<file path="config.mk">
export PLATFORM = sky130hd
export DESIGN_NAME = srlp_back
export DESIGN_NICKNAME = d
export VERILOG_FILES = /design/src/rtl/srlp_pkg.sv /design/src/rtl/srlp_back.sv
export SDC_FILE = /design/constraint.sdc
export NUM_CORES = 1
export LEC_CHECK = 0
export BUFFER_PORTS_ARGS = -buffer_cell sky130_fd_sc_hd__buf_2
export CORE_UTILIZATION = 47
export CTS_BUF_LIST = sky130_fd_sc_hd__clkbuf_8 sky130_fd_sc_hd__clkbuf_16
export DETAILED_ROUTE_END_ITERATION = 12
export PLACE_DENSITY_LB_ADDON = 0.08
export SYNTH_ARGS = -nofsm -noshare
export SYNTH_HDL_FRONTEND = slang
export SYNTH_SLANG_ARGS = --single-unit
</file>
<file path="constraint.sdc">
create_clock -name clock -period 11.3 [get_ports clock]
set_clock_uncertainty 0.05 [all_clocks]
set_input_delay 3.39 -clock clock [delete_from_list [all_inputs] [get_ports clock]]
set_output_delay 3.39 -clock clock [all_outputs]
set_load 0.005 [all_outputs]
</file>
<file path="src/rtl/srlp_pkg.sv">
package srlp_pkg;

   localparam logic [7:0] CHAR_S    = 8'h53;
   localparam logic [7:0] CHAR_ZERO = 8'h30;
   localparam logic [7:0] CHAR_NINE = 8'h39;
   localparam logic [7:0] CHAR_A    = 8'h41;
   localparam logic [7:0] CHAR_F    = 8'h46;

   localparam logic [2:0] ERR_NONE     = 3'd0;
   localparam logic [2:0] ERR_START    = 3'd1;
   localparam logic [2:0] ERR_TYPE     = 3'd2;
   localparam logic [2:0] ERR_COUNT    = 3'd3;
   localparam logic [2:0] ERR_CHECKSUM = 3'd4;
   localparam logic [2:0] ERR_CHAR     = 3'd5;

   localparam logic KIND_DATA   = 1'b0;
   localparam logic KIND_STATUS = 1'b1;

   localparam logic [7:0] CHECKSUM_BASE = 8'hff;
   localparam int         MIN_COUNT     = 3;

   typedef struct packed {
      logic [7:0] char_in;
      logic       end_of_line;
   } req_type;

   typedef struct packed {
      logic        result_kind;
      logic [7:0]  data_byte;
      logic [7:0]  data_index;
      logic [31:0] line_address;
      logic [3:0]  record_type;
      logic [7:0]  byte_count;
      logic [2:0]  error_code;
   } rsp_type;

   typedef struct packed {
      logic       end_of_line;
      logic       is_start;
      logic       is_digit;
      logic       is_hex;
      logic [3:0] nibble;
   } entry_type;

endpackage

</file>
<file path="src/rtl/srlp_back.sv">
module srlp_back import srlp_pkg::*; #(
   parameter int MAX_LINE_CHARS = 1023
) (
   input  logic      clock,
   input  logic      reset,
   input  logic      entry_valid,
   input  entry_type entry,
   output logic      entry_pop,
   output logic      rsp_valid,
   output rsp_type   rsp_payload,
   input  logic      rsp_ready
);

   localparam int PW = $clog2(MAX_LINE_CHARS + 1);
   localparam int CW = (PW > 8) ? PW : 8;
   localparam logic [PW-1:0] MAX_POS = PW'(MAX_LINE_CHARS);

   logic [PW-1:0] pos_ff, pos_in;
   logic [3:0]    high_ff, high_in;
   logic [7:0]    held_ff, held_in;
   logic          held_valid_ff, held_valid_in;
   logic [7:0]    sum_ff, sum_in;
   logic [3:0]    type_ff, type_in;
   logic [7:0]    count_ff, count_in;
   logic [31:0]   addr_ff, addr_in;
   logic [2:0]    err_ff, err_in;
   logic [7:0]    dcount_ff, dcount_in;
   logic          out_valid_ff, out_valid_in;
   rsp_type       out_ff, out_in;

   logic          take;
   logic          addressed;
   logic [PW-1:0] addr_end;
   logic [PW-1:0] data_start;
   logic [PW-1:0] half_len;
   logic [2:0]    final_err;
   logic [7:0]    byte_val;
   logic [3:0]    nib;
   logic          emit;

   assign entry_pop   = entry_valid && (!out_valid_ff || rsp_ready);
   assign take        = entry_pop;
   assign addressed   = (type_ff >= 4'd1) && (type_ff <= 4'd3);
   assign addr_end    = PW'({type_ff, 1'b0}) + PW'(6);
   assign data_start  = PW'({type_ff, 1'b0}) + PW'(8);
   assign half_len    = (pos_ff - PW'(4)) >> 1;
   assign nib         = entry.is_hex ? entry.nibble : 4'd0;
   assign byte_val    = {high_ff, nib};
   assign rsp_valid   = out_valid_ff;
   assign rsp_payload = out_ff;

   always_comb begin
      final_err = err_ff;
      if (err_ff == ERR_NONE) begin
         if (pos_ff < PW'(4) || count_ff < 8'(MIN_COUNT) ||
             CW'(count_ff) > CW'(half_len)) begin
            final_err = ERR_COUNT;
         end else if (pos_ff[0]) begin
            final_err = ERR_CHECKSUM;
         end else if (CHECKSUM_BASE - sum_ff != held_ff) begin
            final_err = ERR_CHECKSUM;
         end
      end
   end

   always_comb begin
      pos_in        = pos_ff;
      high_in       = high_ff;
      held_in       = held_ff;
      held_valid_in = held_valid_ff;
      sum_in        = sum_ff;
      type_in       = type_ff;
      count_in      = count_ff;
      addr_in       = addr_ff;
      err_in        = err_ff;
      dcount_in     = dcount_ff;
      out_in        = out_ff;
      emit          = 1'b0;

      if (take && entry.end_of_line) begin
         out_in.result_kind  = KIND_STATUS;
         out_in.data_byte    = 8'd0;
         out_in.data_index   = 8'd0;
         out_in.line_address = addressed ? addr_ff : 32'd0;
         out_in.record_type  = type_ff;
         out_in.byte_count   = count_ff;
         out_in.error_code   = final_err;
         pos_in        = '0;
         high_in       = 4'd0;
         held_in       = 8'd0;
         held_valid_in = 1'b0;
         sum_in        = 8'd0;
         type_in       = 4'd0;
         count_in      = 8'd0;
         addr_in       = 32'd0;
         err_in        = ERR_NONE;
         dcount_in     = 8'd0;
      end else if (take && pos_ff < MAX_POS) begin
         pos_in = pos_ff + PW'(1);
         if (pos_ff == '0) begin
            if (!entry.is_start && err_ff == ERR_NONE) begin
               err_in = ERR_START;
            end
         end else if (pos_ff == PW'(1)) begin
            if (entry.is_digit) begin
               type_in = entry.nibble;
            end else if (err_ff == ERR_NONE) begin
               err_in = ERR_TYPE;
            end
         end else begin
            if (!entry.is_hex && err_ff == ERR_NONE) begin
               err_in = ERR_CHAR;
            end
            if (addressed && pos_ff >= PW'(4) && pos_ff < addr_end) begin
               addr_in = {addr_ff[27:0], nib};
            end
            if (!pos_ff[0]) begin
               high_in = nib;
            end else begin
               if (pos_ff == PW'(3)) begin
                  count_in = byte_val;
               end
               if (held_valid_ff) begin
                  sum_in = sum_ff + held_ff;
                  if (addressed && err_ff != ERR_START && err_ff != ERR_TYPE &&
                      (pos_ff - PW'(1)) >= data_start) begin
                     emit                = 1'b1;
                     out_in.result_kind  = KIND_DATA;
                     out_in.data_byte    = held_ff;
                     out_in.data_index   = dcount_ff;
                     out_in.line_address = 32'd0;
                     out_in.record_type  = 4'd0;
                     out_in.byte_count   = 8'd0;
                     out_in.error_code   = ERR_NONE;
                     dcount_in           = dcount_ff + 8'd1;
                  end
               end
               held_in       = byte_val;
               held_valid_in = 1'b1;
            end
         end
      end

      if (take && (entry.end_of_line || emit)) begin
         out_valid_in = 1'b1;
      end else if (rsp_ready) begin
         out_valid_in = 1'b0;
      end else begin
         out_valid_in = out_valid_ff;
      end
   end

   always_ff @(posedge clock) begin
      if (reset) begin
         pos_ff        <= '0;
         high_ff       <= 4'd0;
         held_ff       <= 8'd0;
         held_valid_ff <= 1'b0;
         sum_ff        <= 8'd0;
         type_ff       <= 4'd0;
         count_ff      <= 8'd0;
         addr_ff       <= 32'd0;
         err_ff        <= ERR_NONE;
         dcount_ff     <= 8'd0;
         out_valid_ff  <= 1'b0;
      end else begin
         pos_ff        <= pos_in;
         high_ff       <= high_in;
         held_ff       <= held_in;
         held_valid_ff <= held_valid_in;
         sum_ff        <= sum_in;
         type_ff       <= type_in;
         count_ff      <= count_in;
         addr_ff       <= addr_in;
         err_ff        <= err_in;
         dcount_ff     <= dcount_in;
         out_valid_ff  <= out_valid_in;
      end
   end

   always_ff @(posedge clock) begin
      out_ff <= out_in;
   end

endmodule

</file>
# Word level (Yosys, flattened, before mapping)
# Cells that the tools add are included.
dict set report op_classes {
  n_addsub 8
  magnitude_cmp 9
  n_eq_ne 10
  muxes 28
  bitwise_logic 3
  reduce_logical 37
}
# cell count
set op_table {}
lappend op_table {{$mux 47} 7}
lappend op_table {{$mux 32} 1}
lappend op_table {{$mux 3} 10}
lappend op_table {{$reduce_and 4->1} 4}
lappend op_table {{$reduce_and 5->1} 3}
lappend op_table {{$logic_and 1x1->1} 12}
lappend op_table {{$reduce_and 6->1} 2}
lappend op_table {{$add 10x1->10 const B} 1}
lappend op_table {{$eq 10x1->1 const B} 1}
lappend op_table {{$eq 10x2->1 const B} 1}
lappend op_table {{$ge 10x3->1 const B} 1}
lappend op_table {{$ge 10x6->1} 1}
lappend op_table {{$logic_not 10->1} 1}
lappend op_table {{$lt 10x10->1 const B} 1}
lappend op_table {{$lt 10x3->1 const B} 1}
lappend op_table {{$lt 10x6->1} 1}
lappend op_table {{$reduce_bool 2->1} 5}
lappend op_table {{$sub 10x1->10 const B} 1}
lappend op_table {{$sub 10x3->10 const B} 1}
lappend op_table {{$gt 8x9->1} 1}
lappend op_table {{$mux 1} 9}
lappend op_table {{$add 8x1->8 const B} 1}
lappend op_table {{$add 8x8->8} 1}
lappend op_table {{$lt 8x2->1 const B} 1}
lappend op_table {{other kinds (18)} 27}
dict set report totals {
  reg_bits 151
  in_bits 12
  out_inout_bits 66
  word_cells 113
}

# Logic depth before layout (Yosys ltp)
# Gate-level depths: netlist of run 1.
dict set report logic_depth {
  word_depth 15
  depth_mapped 13
  ltp_nobuf 12
}

# Worst setup path after synthesis of run 1
# Ideal clock, no wire load.
dict set report synth_timing {
  path_kind {input port to output port}
  startpoint {input rsp_ready}
  endpoint {output entry_pop}
  arrival_time_ns 3.747
  required_time_ns 7.860
  slack_ns 4.113
  stages 2
  n_path_buf 0
  path_cell_list {nand2b_1 > and2_1}
}
dict set report synth_between {
  elab_chain_cells 2
}
# item line
set synth_rtl {}
lappend synth_rtl {{start: declaration} srlp_back.sv:11} ;# input logic rsp_ready
lappend synth_rtl {{$logic_or 1x1->1} srlp_back.sv:41} ;# assign entry_pop = entry_valid && (!out_valid_ff || rsp_ready);
lappend synth_rtl {{$logic_and 1x1->1} srlp_back.sv:41}
lappend synth_rtl {{end: declaration} srlp_back.sv:8} ;# output logic entry_pop,
# Every way passes these cells.

# Final worst setup path of run 1
# Same ends and word-level chain as after synthesis.

==> results of run 1 <==
## per-stage QoR
| step | total power [mW] | cells | instance area (um^2) |
|---|---|---|---|
| final | 1.18 | 962 | 7950 |
| after floorplan | 0.619 | 702 | 6970 |
| after detailed placement | 0.638 | 930 | 7370 |
| after CTS | 1.20 | 962 | 7950 |
| after global routing | 1.22 | 962 | 7950 |
| after global placement | 0.637 | 930 | 7370 |
## flip-flops by register name (all words and copies together) (netlist names), 4 cells and up
register and flops:
high_ff 4, sum_ff 8, rsp_payload 64, pos_ff 10, dcount_ff 8, addr_ff 32, held_ff 8, count_ff 8
type_ff 4
## logic make-up after synthesis
logic type | count (synthesis)
AND/OR/NAND/NOR | 284
flip-flops | 151
adder cells (fa/ha/maj) | 37
AO/OA/AOI/OAI | 100
buffers and inverters | 59
XOR/XNOR | 27
multiplexers | 44
## worst max-delay path: cells and delay by family
family	cells	cell delay (ns)
and+or+nand+nor	2	0.39
buffers and inverters	2	0.21
## layer usage
metal	wire [um]	track usage
met1	7110	0.281
met2	6920	0.328
met3	652	0.0435
met4	244	0.0821
met5	0	0
## layout make-up
| cell class | instances | area, um^2 |
|---|---|---|
| tap | 184 | 230 |
| inverter | 21 | 78.8 |
| clock inverter | 15 | 155 |
| timing repair buffer | 82 | 423 |
| multi-input combinational | 492 | 3140 |
| fill | 1297 | 6530 |
| clock buffer | 17 | 425 |
| sequential | 151 | 3490 |
## final timing paths
| kind | start | end | slack, ns | cells past startpoint |
|---|---|---|---|---|
| worst min-delay path | addr_ff[28] | addr_ff[28] | 0.40 | 2 |
| worst max-delay path | rsp_ready | entry_pop | 3.87 | 4 |
| worst max register to register | pos_ff[0] | rsp_payload[13] | 6.91 | 8 |
| worst min register to register | addr_ff[28] | addr_ff[28] | 0.40 | 2 |
## power groups by stage
stage	sequential [mW]	clock [mW]	combinational [mW]
after floorplan	0.582	0	0.0368
after global placement	0.583	0	0.0538
after detailed placement	0.584	0	0.0546
after CTS	0.572	0.569	0.0549
after global routing	0.573	0.589	0.0611
final	0.572	0.556	0.0543
## cell usage in the layout, fill, tap and decap left out, types with 4 or more instances in the layout
cell and n:
sky130_fd_sc_hd__a21oi_1 48, sky130_fd_sc_hd__a21oi_2 4, sky130_fd_sc_hd__a31o_1 4, sky130_fd_sc_hd__and2_1 45, sky130_fd_sc_hd__buf_2 77, sky130_fd_sc_hd__buf_4 5, sky130_fd_sc_hd__clkbuf_16 17, sky130_fd_sc_hd__dfxtp_1 104
sky130_fd_sc_hd__edfxtp_1 47, sky130_fd_sc_hd__ha_1 36, sky130_fd_sc_hd__inv_1 23, sky130_fd_sc_hd__mux2i_1 44, sky130_fd_sc_hd__nand2_1 85, sky130_fd_sc_hd__nand3_1 9, sky130_fd_sc_hd__nand4_1 10, sky130_fd_sc_hd__nor2_1 90
sky130_fd_sc_hd__nor3_1 13, sky130_fd_sc_hd__nor4_1 4, sky130_fd_sc_hd__o21ai_0 14, sky130_fd_sc_hd__or3_1 4, sky130_fd_sc_hd__xnor2_1 16, sky130_fd_sc_hd__xor2_1 11
==> insert_results.sql, run 1 <==
INSERT INTO impl_metrics (metric_group, metric, value, unit) VALUES
('outcome', 'violated_checks', 'design-rule violations', ''),
('logic_synthesis', 'synth_compound_area_frac', '0.0914', ''),
('clock_tree', 'cts.path.max_buffers', '2', ''),
('clock_tree', 'htree_levels', '4', ''),
('placement', 'minimum_setup_slack_after_placement', '3.87', 'ns'),
('clock_tree', 'clkLatencyLatePin', '0.43', 'ns'),
('finish', 'utilization', '0.549', ''),
('logic_synthesis', 'synth_cell_types', '60', ''),
('global_route', 'antenna_violations_before_repair', '0', ''),
('sta', 'setup_repair_after_global_routing_missed_its_margin', 'no', ''),
('critical_path', 'cp_cell_sequence', 'buf_2 -> nand2b_1 -> and2_1 -> buf_2', ''),
('sta', 'report.final.hold_viol_count', '0', ''),
('logic_synthesis', 'synth_top_cells_by_count', '104 x sky130_fd_sc_hd__dfxtp_1, 90 x sky130_fd_sc_hd__nor2_1, 85 x sky130_fd_sc_hd__nand2_1', ''),
('drt', 'drt_pre_antenna_iters', '9', ''),
('logic_synthesis', 'synth_sequential_area_ratio', '0.501', ''),
('sta', 'setup_viol_count_final', '0', ''),
('die', 'die-width', '124', 'um'),
('clock_tree', 'numClockSinks', '151', ''),
('global_route', 'grt_util_all_layers', '0.209', ''),
('sta', 'timing.setup.tns', '0', 'ns'),
('power', 'combPwrFrac', '0.046', ''),
('clock_tree', 'tritoncts', 'done', ''),
('logic_synthesis', 'synth_top_family_by_area', 'simple AND/OR/NAND/NOR gates', ''),
('critical_path', 'arrival_time_at_the_worst_endpoint', '3.99', 'ns'),
('die', 'floorplan.initialDensity', '0.481', ''),
('logic_synthesis', 'synthTopCellsByArea', 'sky130_fd_sc_hd__dfxtp_1 30%, sky130_fd_sc_hd__edfxtp_1 20%, sky130_fd_sc_hd__ha_1 6.5%', ''),
('clock_tree', 'clockRootBuffer', 'sky130_fd_sc_hd__clkbuf_16', ''),
('logic_synthesis', 'synthesis.instances', '702', ''),
('die', 'fp.dieH', '124', 'um'),
('logic_synthesis', 'synth.ff_latch_count', '151', ''),
('power', 'seq_power_share', '0.484', ''),
('logic_synthesis', 'yosysMostFrequentCell', 'sky130_fd_sc_hd__dfxtp_1', ''),
('logic_synthesis', 'synthesis.area', '0.00697', 'mm^2'),
('critical_path', 'critPathKind', 'in2out', ''),
('sta', 'final_period_minus_worst_setup_slack', '7.43', 'ns'),
('finish', 'syn_to_final_growth', '14.0', '%'),
('drt', 'drc_violation_total_after_the_first_tritonroute_iteration', '321', ''),
('die', 'ios', '78', ''),
('sta', 'slew_headroom', '0.224', ''),
('logic_synthesis', 'yosys.area_share.adder', '0.0675', ''),
('die', 'floorplan.core_area', '0.0145', 'mm^2'),
('critical_path', 'end_kind', 'output pin', ''),
('flow_run', 'maxCapViolations', '0', ''),
('logic_synthesis', 'synthSimpleGateAreaFrac', '0.194', ''),
('drt', 'wl', '14900', 'um'),
('critical_path', 'timing.critical_path.mode_cell', 'sky130_fd_sc_hd__buf_2', ''),
('power', 'cellInternalPower', '0.912', 'mW'),
('critical_path', 'worstPathRequired', '7.86', 'ns'),
('finish', 'finalNetCount', '814', ''),
('global_route', 'grt_max_degree', '79', ''),
('drt', 'remaining_drc_errors', '1', ''),
('critical_path', 'worst_path_max_delay_cell', 'sky130_fd_sc_hd__nand2b_1', ''),
('global_route', 'grt_overflow', '0', ''),
('drt', 'drt-vias-per-instance', '5.28', ''),
('power', 'peak_supply_drop', '0.108', 'mV'),
('outcome', 'outcome', 'complete, but fails checks', ''),
('global_route', 'global_route_wire_length_before_repair', '24200', 'um'),
('placement', 'routabilityCongestion', '0.845', ''),
('critical_path', 'timing.critical_path.from_type', 'primary input', ''),
('power', 'sw_frac_of_total', '0.229', ''),
('sta', 'slew_violations', '0', ''),
('logic_synthesis', 'yosys_warnings', '0', ''),
('logic_synthesis', 'ys_async_sr_fraction', '0', ''),
('sta', 'fin_ws', '3.87', 'ns'),
('power', 'switching_power', '0.271', 'mW'),
('logic_synthesis', 'synth-edff-count', '47', ''),
('global_route', 'first_global_vias', '4822', ''),
('critical_path', 'slowest_delay', '0.20', 'ns'),
('min_path', 'worstHoldPathType', 'reg2reg', ''),
('critical_path', 'critPathMaxFanout', '6', ''),
('drt', 'ant_nets', '0', '');
Power figures use the tool's default switching activity.
==> run 2: changes to the inputs <==
==> constraint.sdc (replaced) <==
create_clock -name clock -period 6.4 [get_ports clock]
set_clock_uncertainty 0.05 [all_clocks]
set_input_delay 1.92 -clock clock [delete_from_list [all_inputs] [get_ports clock]]
set_output_delay 1.92 -clock clock [all_outputs]
set_load 0.005 [all_outputs]
==> insert_results.sql, run 2 (synthesis results as in run 1) <==
INSERT INTO impl_metrics (metric_group, metric, value, unit) VALUES
('outcome', 'outcome', 'complete, no violations', ''),
('die', 'floorplan.initialDensity', '0.481', ''),
('finish', 'finalNetCount', '818', ''),
('sta', 'max_freq', '223', 'MHz'),
('flow_run', 'maxCapViolations', '0', ''),
('critical_path', 'arrival_time_at_the_worst_endpoint', '2.51', 'ns'),
('critical_path', 'worst_path_max_delay_cell', 'sky130_fd_sc_hd__nand2b_1', ''),
('critical_path', 'end_kind', 'output pin', ''),
('finish', 'syn_to_final_growth', '15.0', '%'),
('min_path', 'worstHoldPathType', 'reg2reg', ''),
('critical_path', 'worst_path_dominant_cell_family', 'simple AND/OR/NAND/NOR gates', ''),
('finish', 'multi_input_comb_area', '0.00314', 'mm^2'),
('die', 'fp.dieH', '124', 'um'),
('sta', 'worst_slew_pin_slew', '1.11', 'ns'),
('global_route', 'grt_max_degree', '49', ''),
('die', 'ios', '78', ''),
('placement', 'routabilityCongestion', '0.836', ''),
('sta', 'min_period_over_period', '0.699', ''),
('placement', 'dp_hpwl', '10400', 'um'),
('sta', 'hold_slack', '0.401', 'ns'),
('placement', 'place.detailed.instances', '934', ''),
('min_path', 'hold-path-cell-count', '2', ''),
('power', 'peak_supply_drop', '0.177', 'mV'),
('clock_tree', 'htree_levels', '4', ''),
('sta', 'report.final.hold_viol_count', '0', ''),
('sta', 'final_period_minus_worst_setup_slack', '4.48', 'ns'),
('critical_path', 'cp_cell_sequence', 'buf_2 -> nand2b_1 -> and2_1 -> buf_2', ''),
('die', 'die_area', '0.0153', 'mm^2'),
('sta', 'timing.setup.tns', '0', 'ns'),
('sta', 'slew_headroom', '0.262', ''),
('critical_path', 'timing.critical_path.from_type', 'primary input', ''),
('drt', 'routed-via-count', '5056', ''),
('critical_path', 'critical_path_depth', '4', ''),
('critical_path', 'critical_path.n_buffers_inverters', '2', ''),
('clock_tree', 'hold_buffers', '0', ''),
('clock_tree', 'clkLatencyLatePin', '0.43', 'ns'),
('drt', 'drt-vias-per-instance', '5.23', ''),
('power', 'power.static_leakage', '3.12', 'nW'),
('clock_tree', 'cts_clk_pin_slew_worst_paths', '0.06', 'ns'),
('die', 'floorplan.core_area', '0.0145', 'mm^2'),
('global_route', 'global_route_wire_length_before_repair', '24600', 'um'),
('finish', 'post-route-cell-area', '0.00801', 'mm^2'),
('finish', 'largest_register_ffs', '64', ''),
('clock_tree', 'clockRootBuffer', 'sky130_fd_sc_hd__clkbuf_16', ''),
('clock_tree', 'cts.path.max_buffers', '2', ''),
('placement', 'detailed_place.area', '0.00740', 'mm^2'),
('drt', 'wl', '14900', 'um'),
('critical_path', 'timing.critical_path.mode_cell', 'sky130_fd_sc_hd__buf_2', ''),
('clock_tree', 'numCtsBuffers', '17', ''),
('finish', 'utilization', '0.553', ''),
('clock_tree', 'tritoncts', 'done', ''),
('global_route', 'grt_util_all_layers', '0.214', ''),
('sta', 'slew_violations', '0', ''),
('finish', 'layout_commonest_cell', 'sky130_fd_sc_hd__dfxtp_1', ''),
('die', 'std_cell_rows', '44', ''),
('drt', 'ant_nets', '0', ''),
('drt', 'drt_pre_antenna_iters', '4', ''),
('critical_path', 'slowest_delay', '0.19', 'ns'),
('finish', 'fillCellCount', '1330', ''),
('die', 'die-width', '124', 'um'),
('sta', 'setup_repair_after_global_routing_missed_its_margin', 'no', ''),
('critical_path', 'critPathKind', 'in2out', ''),
('drt', 'remaining_drc_errors', '0', ''),
('critical_path', 'critPathMaxFanout', '6', ''),
('finish', 'post_route_cells_drive_above_1_share', '0.174', ''),
('finish', 'antenna_cells', '0', ''),
('clock_tree', 'ctsResizeCount', '0', ''),
('finish', 'stdcell_count', '966', ''),
('drt', 'drc_violation_total_after_the_first_tritonroute_iteration', '342', ''),
('sta', 'setup_viol_count_final', '0', ''),
('global_route', 'first_global_vias', '4818', ''),
('finish', 'mostFrequentLayoutCells', '104 x sky130_fd_sc_hd__dfxtp_1, 90 x sky130_fd_sc_hd__nor2_1, 85 x sky130_fd_sc_hd__nand2_1, 77 x sky130_fd_sc_hd__buf_2, 48 x sky130_fd_sc_hd__a21oi_1', ''),
('finish', 'register_area', '0.00349', 'mm^2'),
('critical_path', 'reg2regPathDepth', '9', ''),
('global_route', 'antenna_violations_before_repair', '0', ''),
('global_route', 'grt_overflow', '0', ''),
('clock_tree', 'buffers_inserted_by_post_cts_timing_repair', '0', ''),
('critical_path', 'worstPathRequired', '4.43', 'ns'),
('placement', 'port-buffer-count', '77', ''),
('clock_tree', 'numClockSinks', '151', ''),
('power', 'power_density', '269', 'mW/mm^2'),
('drt', 'routed_wire_per_std_cell', '15.4', 'um');
-- run 2: final timing paths --
check | slack, ns | start | endpoint
hold reg to reg | 0.40 | addr_ff[31] | addr_ff[31]
setup reg to reg | 2.50 | pos_ff[2] | rsp_payload[19]
hold / removal | 0.40 | addr_ff[31] | addr_ff[31]
setup / recovery | 1.92 | rsp_ready | entry_pop
-- run 2: layout make-up --
type | count | share of cell area
clock inverter | 15 | 0.0239
inverter | 21 | 0.00984
clock buffer | 17 | 0.0531
tap | 184 | 0.0287
sequential | 151 | 0.436
multi-input combinational | 492 | 0.392
timing repair buffer | 86 | 0.0565
-- run 2: metal layers --
| layer | up-vias | global-route usage | share of wire |
|---|---|---|---|
| li1 | 2561 | - | - |
| met1 | 2372 | 0.291 | 0.48 |
| met2 | 102 | 0.331 | 0.45 |
| met3 | 21 | 0.0449 | 0.044 |
| met4 | 0 | 0.0889 | 0.017 |
| met5 | - | 0 | 0 |
-- run 2: through the flow --
| step | total power, mW | setup slack [ns] |
|---|---|---|
| final | 2.15 | 1.92 |
| after global routing | 2.24 | 1.75 |
| after CTS | 2.17 | 1.92 |
| after detailed placement | 1.13 | 1.53 |
| after global placement | 1.13 | 1.62 |
| after floorplan | 1.09 | 1.62 |
-- run 2: worst reg2reg max path, cell delays in order (launching register included) --
cell and delay, ns:
sky130_fd_sc_hd__dfxtp_1 0.44, sky130_fd_sc_hd__or3_2 0.56, sky130_fd_sc_hd__nor3_1 0.22, sky130_fd_sc_hd__xor2_1 0.18, sky130_fd_sc_hd__ha_1 0.28, sky130_fd_sc_hd__a2111o_1 0.42, sky130_fd_sc_hd__nor3_1 0.47, sky130_fd_sc_hd__a2111oi_4 0.15
sky130_fd_sc_hd__or2_2 0.57, sky130_fd_sc_hd__buf_4 0.31
-- run 2: power by group --
group | internal, mW | switching [mW] | total, mW
Clock | 0.624 | 0.424 | 1.05
Combinational | 0.0361 | 0.0623 | 0.0984
Sequential | 1.00 | 0.00914 | 1.01
==> run 3: changes to the inputs <==
==> constraint.sdc (replaced) <==
create_clock -name clock -period 4 [get_ports clock]
set_clock_uncertainty 0.05 [all_clocks]
set_input_delay 1.2 -clock clock [delete_from_list [all_inputs] [get_ports clock]]
set_output_delay 1.2 -clock clock [all_outputs]
set_load 0.005 [all_outputs]
==> insert_results.sql, run 3 (synthesis results as in run 1) <==
INSERT INTO impl_metrics (metric_group, metric, value, unit) VALUES
('sta', 'setup_viol_count_final', '0', ''),
('die', 'floorplan.core_area', '0.0145', 'mm^2'),
('power', 'peak_supply_drop', '0.312', 'mV'),
('critical_path', 'critPathKind', 'reg2reg', ''),
('global_route', 'first_global_vias', '4875', ''),
('sta', 'min_period_over_period', '0.869', ''),
('global_route', 'antenna_violations_before_repair', '0', ''),
('placement', 'routabilityCongestion', '0.796', ''),
('power', 'design_power_total', '3.34', 'mW'),
('die', 'fp.dieH', '124', 'um'),
('sta', 'fin_ws', '0.523', 'ns'),
('sta', 'report.final.hold_viol_count', '0', ''),
('critical_path', 'critPathMaxFanout', '47', ''),
('finish', 'layout_commonest_cell', 'sky130_fd_sc_hd__dfxtp_1', ''),
('finish', 'post_route_cells_drive_above_1_share', '0.180', ''),
('power', 'power.static_leakage', '3.13', 'nW'),
('global_route', 'grt_overflow', '0', ''),
('drt', 'remaining_drc_errors', '0', ''),
('flow_run', 'maxCapViolations', '0', ''),
('placement', 'minimum_setup_slack_after_placement', '0.531', 'ns'),
('global_route', 'grt_max_degree', '48', ''),
('sta', 'timing.setup.tns', '0', 'ns'),
('critical_path', 'end_kind', 'flop', ''),
('clock_tree', 'clockRootBuffer', 'sky130_fd_sc_hd__clkbuf_16', ''),
('finish', 'multi_input_comb_area', '0.00314', 'mm^2'),
('clock_tree', 'ctsResizeCount', '0', ''),
('clock_tree', 'hold_buffers', '0', ''),
('sta', 'final_period_minus_worst_setup_slack', '3.48', 'ns'),
('global_route', 'grt_util_all_layers', '0.211', ''),
('finish', 'finalNetCount', '823', ''),
('placement', 'dp_hpwl', '10500', 'um'),
('outcome', 'outcome', 'complete, no violations', ''),
('clock_tree', 'cts.path.max_buffers', '2', ''),
('finish', 'stdcell_count', '971', ''),
('sta', 'max_freq', '288', 'MHz'),
('die', 'ios', '78', ''),
('clock_tree', 'numCtsBuffers', '17', ''),
('finish', 'largest_register_ffs', '64', ''),
('finish', 'syn_to_final_growth', '15.2', '%'),
('finish', 'register_area', '0.00349', 'mm^2'),
('drt', 'drc_violation_total_after_the_first_tritonroute_iteration', '279', ''),
('drt', 'routed_wire_per_std_cell', '15.6', 'um'),
('sta', 'setup_repair_after_global_routing_missed_its_margin', 'no', ''),
('power', 'power_density', '416', 'mW/mm^2'),
('sta', 'slew_violations', '0', ''),
('clock_tree', 'htree_levels', '4', ''),
('finish', 'fillCellCount', '1298', ''),
('finish', 'antenna_cells', '0', ''),
('drt', 'met3WireLength', '743', 'um'),
('drt', 'drt-vias-per-instance', '5.22', ''),
('drt', 'routed-via-count', '5064', ''),
('sta', 'hold_slack', '0.396', 'ns'),
('global_route', 'global_route_wire_length_before_repair', '24600', 'um'),
('finish', 'mostFrequentLayoutCells', '104 x sky130_fd_sc_hd__dfxtp_1, 90 x sky130_fd_sc_hd__nor2_1, 85 x sky130_fd_sc_hd__nand2_1, 77 x sky130_fd_sc_hd__buf_2, 48 x sky130_fd_sc_hd__a21oi_1', ''),
('placement', 'port-buffer-count', '77', ''),
('drt', 'highest-signal-layer', 'met4', ''),
('die', 'floorplan.initialDensity', '0.481', ''),
('drt', 'ant_nets', '0', ''),
('drt', 'wl', '15100', 'um'),
('drt', 'met2_wirelength', '7190', 'um'),
('clock_tree', 'clkLatencyLatePin', '0.42', 'ns'),
('min_path', 'worstHoldPathType', 'reg2reg', ''),
('sta', 'slew_headroom', '0.364', ''),
('placement', 'place.detailed.instances', '939', ''),
('clock_tree', 'numClockSinks', '151', ''),
('die', 'die_area', '0.0153', 'mm^2'),
('critical_path', 'worstPathRequired', '4.05', 'ns'),
('drt', 'drt_pre_antenna_iters', '4', ''),
('critical_path', 'arrival_time_at_the_worst_endpoint', '3.52', 'ns'),
('die', 'std_cell_rows', '44', ''),
('die', 'die-width', '124', 'um'),
('drt', 'm1WireLength', '7050', 'um'),
('clock_tree', 'tritoncts', 'done', ''),
('sta', 'worst_slew_pin_slew', '0.954', 'ns'),
('critical_path', 'timing.critical_path.from_type', 'flop', ''),
('clock_tree', 'buffers_inserted_by_post_cts_timing_repair', '0', ''),
('clock_tree', 'cts_clk_pin_slew_worst_paths', '0.06', 'ns');
-- run 3: changes by cell type in the layout (fill, tap and decap cells not counted), sizes merged --
cell / delta
buf: +5
bufinv: -2
clkbuf: +1
clkinv: +5
clkinvlp: -1
inv: -3
-- run 3: final timing paths --
kind / from / end / slack, ns / cells after the start
setup / recovery: pos_ff[2] / rsp_payload[25] / 0.52 / 9
hold / removal: addr_ff[31] / addr_ff[31] / 0.40 / 2
setup reg to reg: pos_ff[2] / rsp_payload[25] / 0.52 / 9
hold reg to reg: addr_ff[31] / addr_ff[31] / 0.40 / 2
-- run 3: metrics by stage --
| step | area, um^2 | util |
|---|---|---|
| finish | 8030 | 0.555 |
| global route | 8030 | 0.555 |
| CTS | 8030 | 0.555 |
| detailed placement | 7450 | 0.514 |
| global placement | 7450 | 0.514 |
| floorplan | 6970 | - |
-- run 3: per-layer routing --
| layer | track usage | vias up |
|---|---|---|
| met4 | 0.0730 | 0 |
| met1 | 0.285 | 2386 |
| met2 | 0.335 | 111 |
| met5 | 0 | - |
| met3 | 0.0435 | 9 |
| li1 | - | 2558 |
-- run 3: power breakdown --
part / total, mW / internal [mW] / switching (mW) / leakage (nW)
Sequential: 1.61 / 1.60 / 0.0110 / 1.28
Combinational: 0.165 / 0.0614 / 0.104 / 1.57
Clock: 1.57 / 0.891 / 0.676 / 0.288
-- run 3: area by class of cell --
| cell class | count | area share |
|---|---|---|
| clock buffers | 18 | 0.0547 |
| repair buffers | 91 | 0.0626 |
| clock inverters | 14 | 0.0179 |
| inverters | 21 | 0.00982 |
| multi-input cells | 492 | 0.391 |
| flip-flops and latches | 151 | 0.435 |
| well taps | 184 | 0.0287 |
-- run 3: critical path, cell delays in order (launching register included) --
cell	delay [ns]
sky130_fd_sc_hd__dfxtp_1	0.42
sky130_fd_sc_hd__or3_2	0.55
sky130_fd_sc_hd__nor3_1	0.19
sky130_fd_sc_hd__xor2_1	0.20
sky130_fd_sc_hd__ha_1	0.28
sky130_fd_sc_hd__a2111o_1	0.41
sky130_fd_sc_hd__nor3_1	0.29
sky130_fd_sc_hd__a2111oi_4	0.12
sky130_fd_sc_hd__or2_2	0.29
sky130_fd_sc_hd__buf_4	0.33
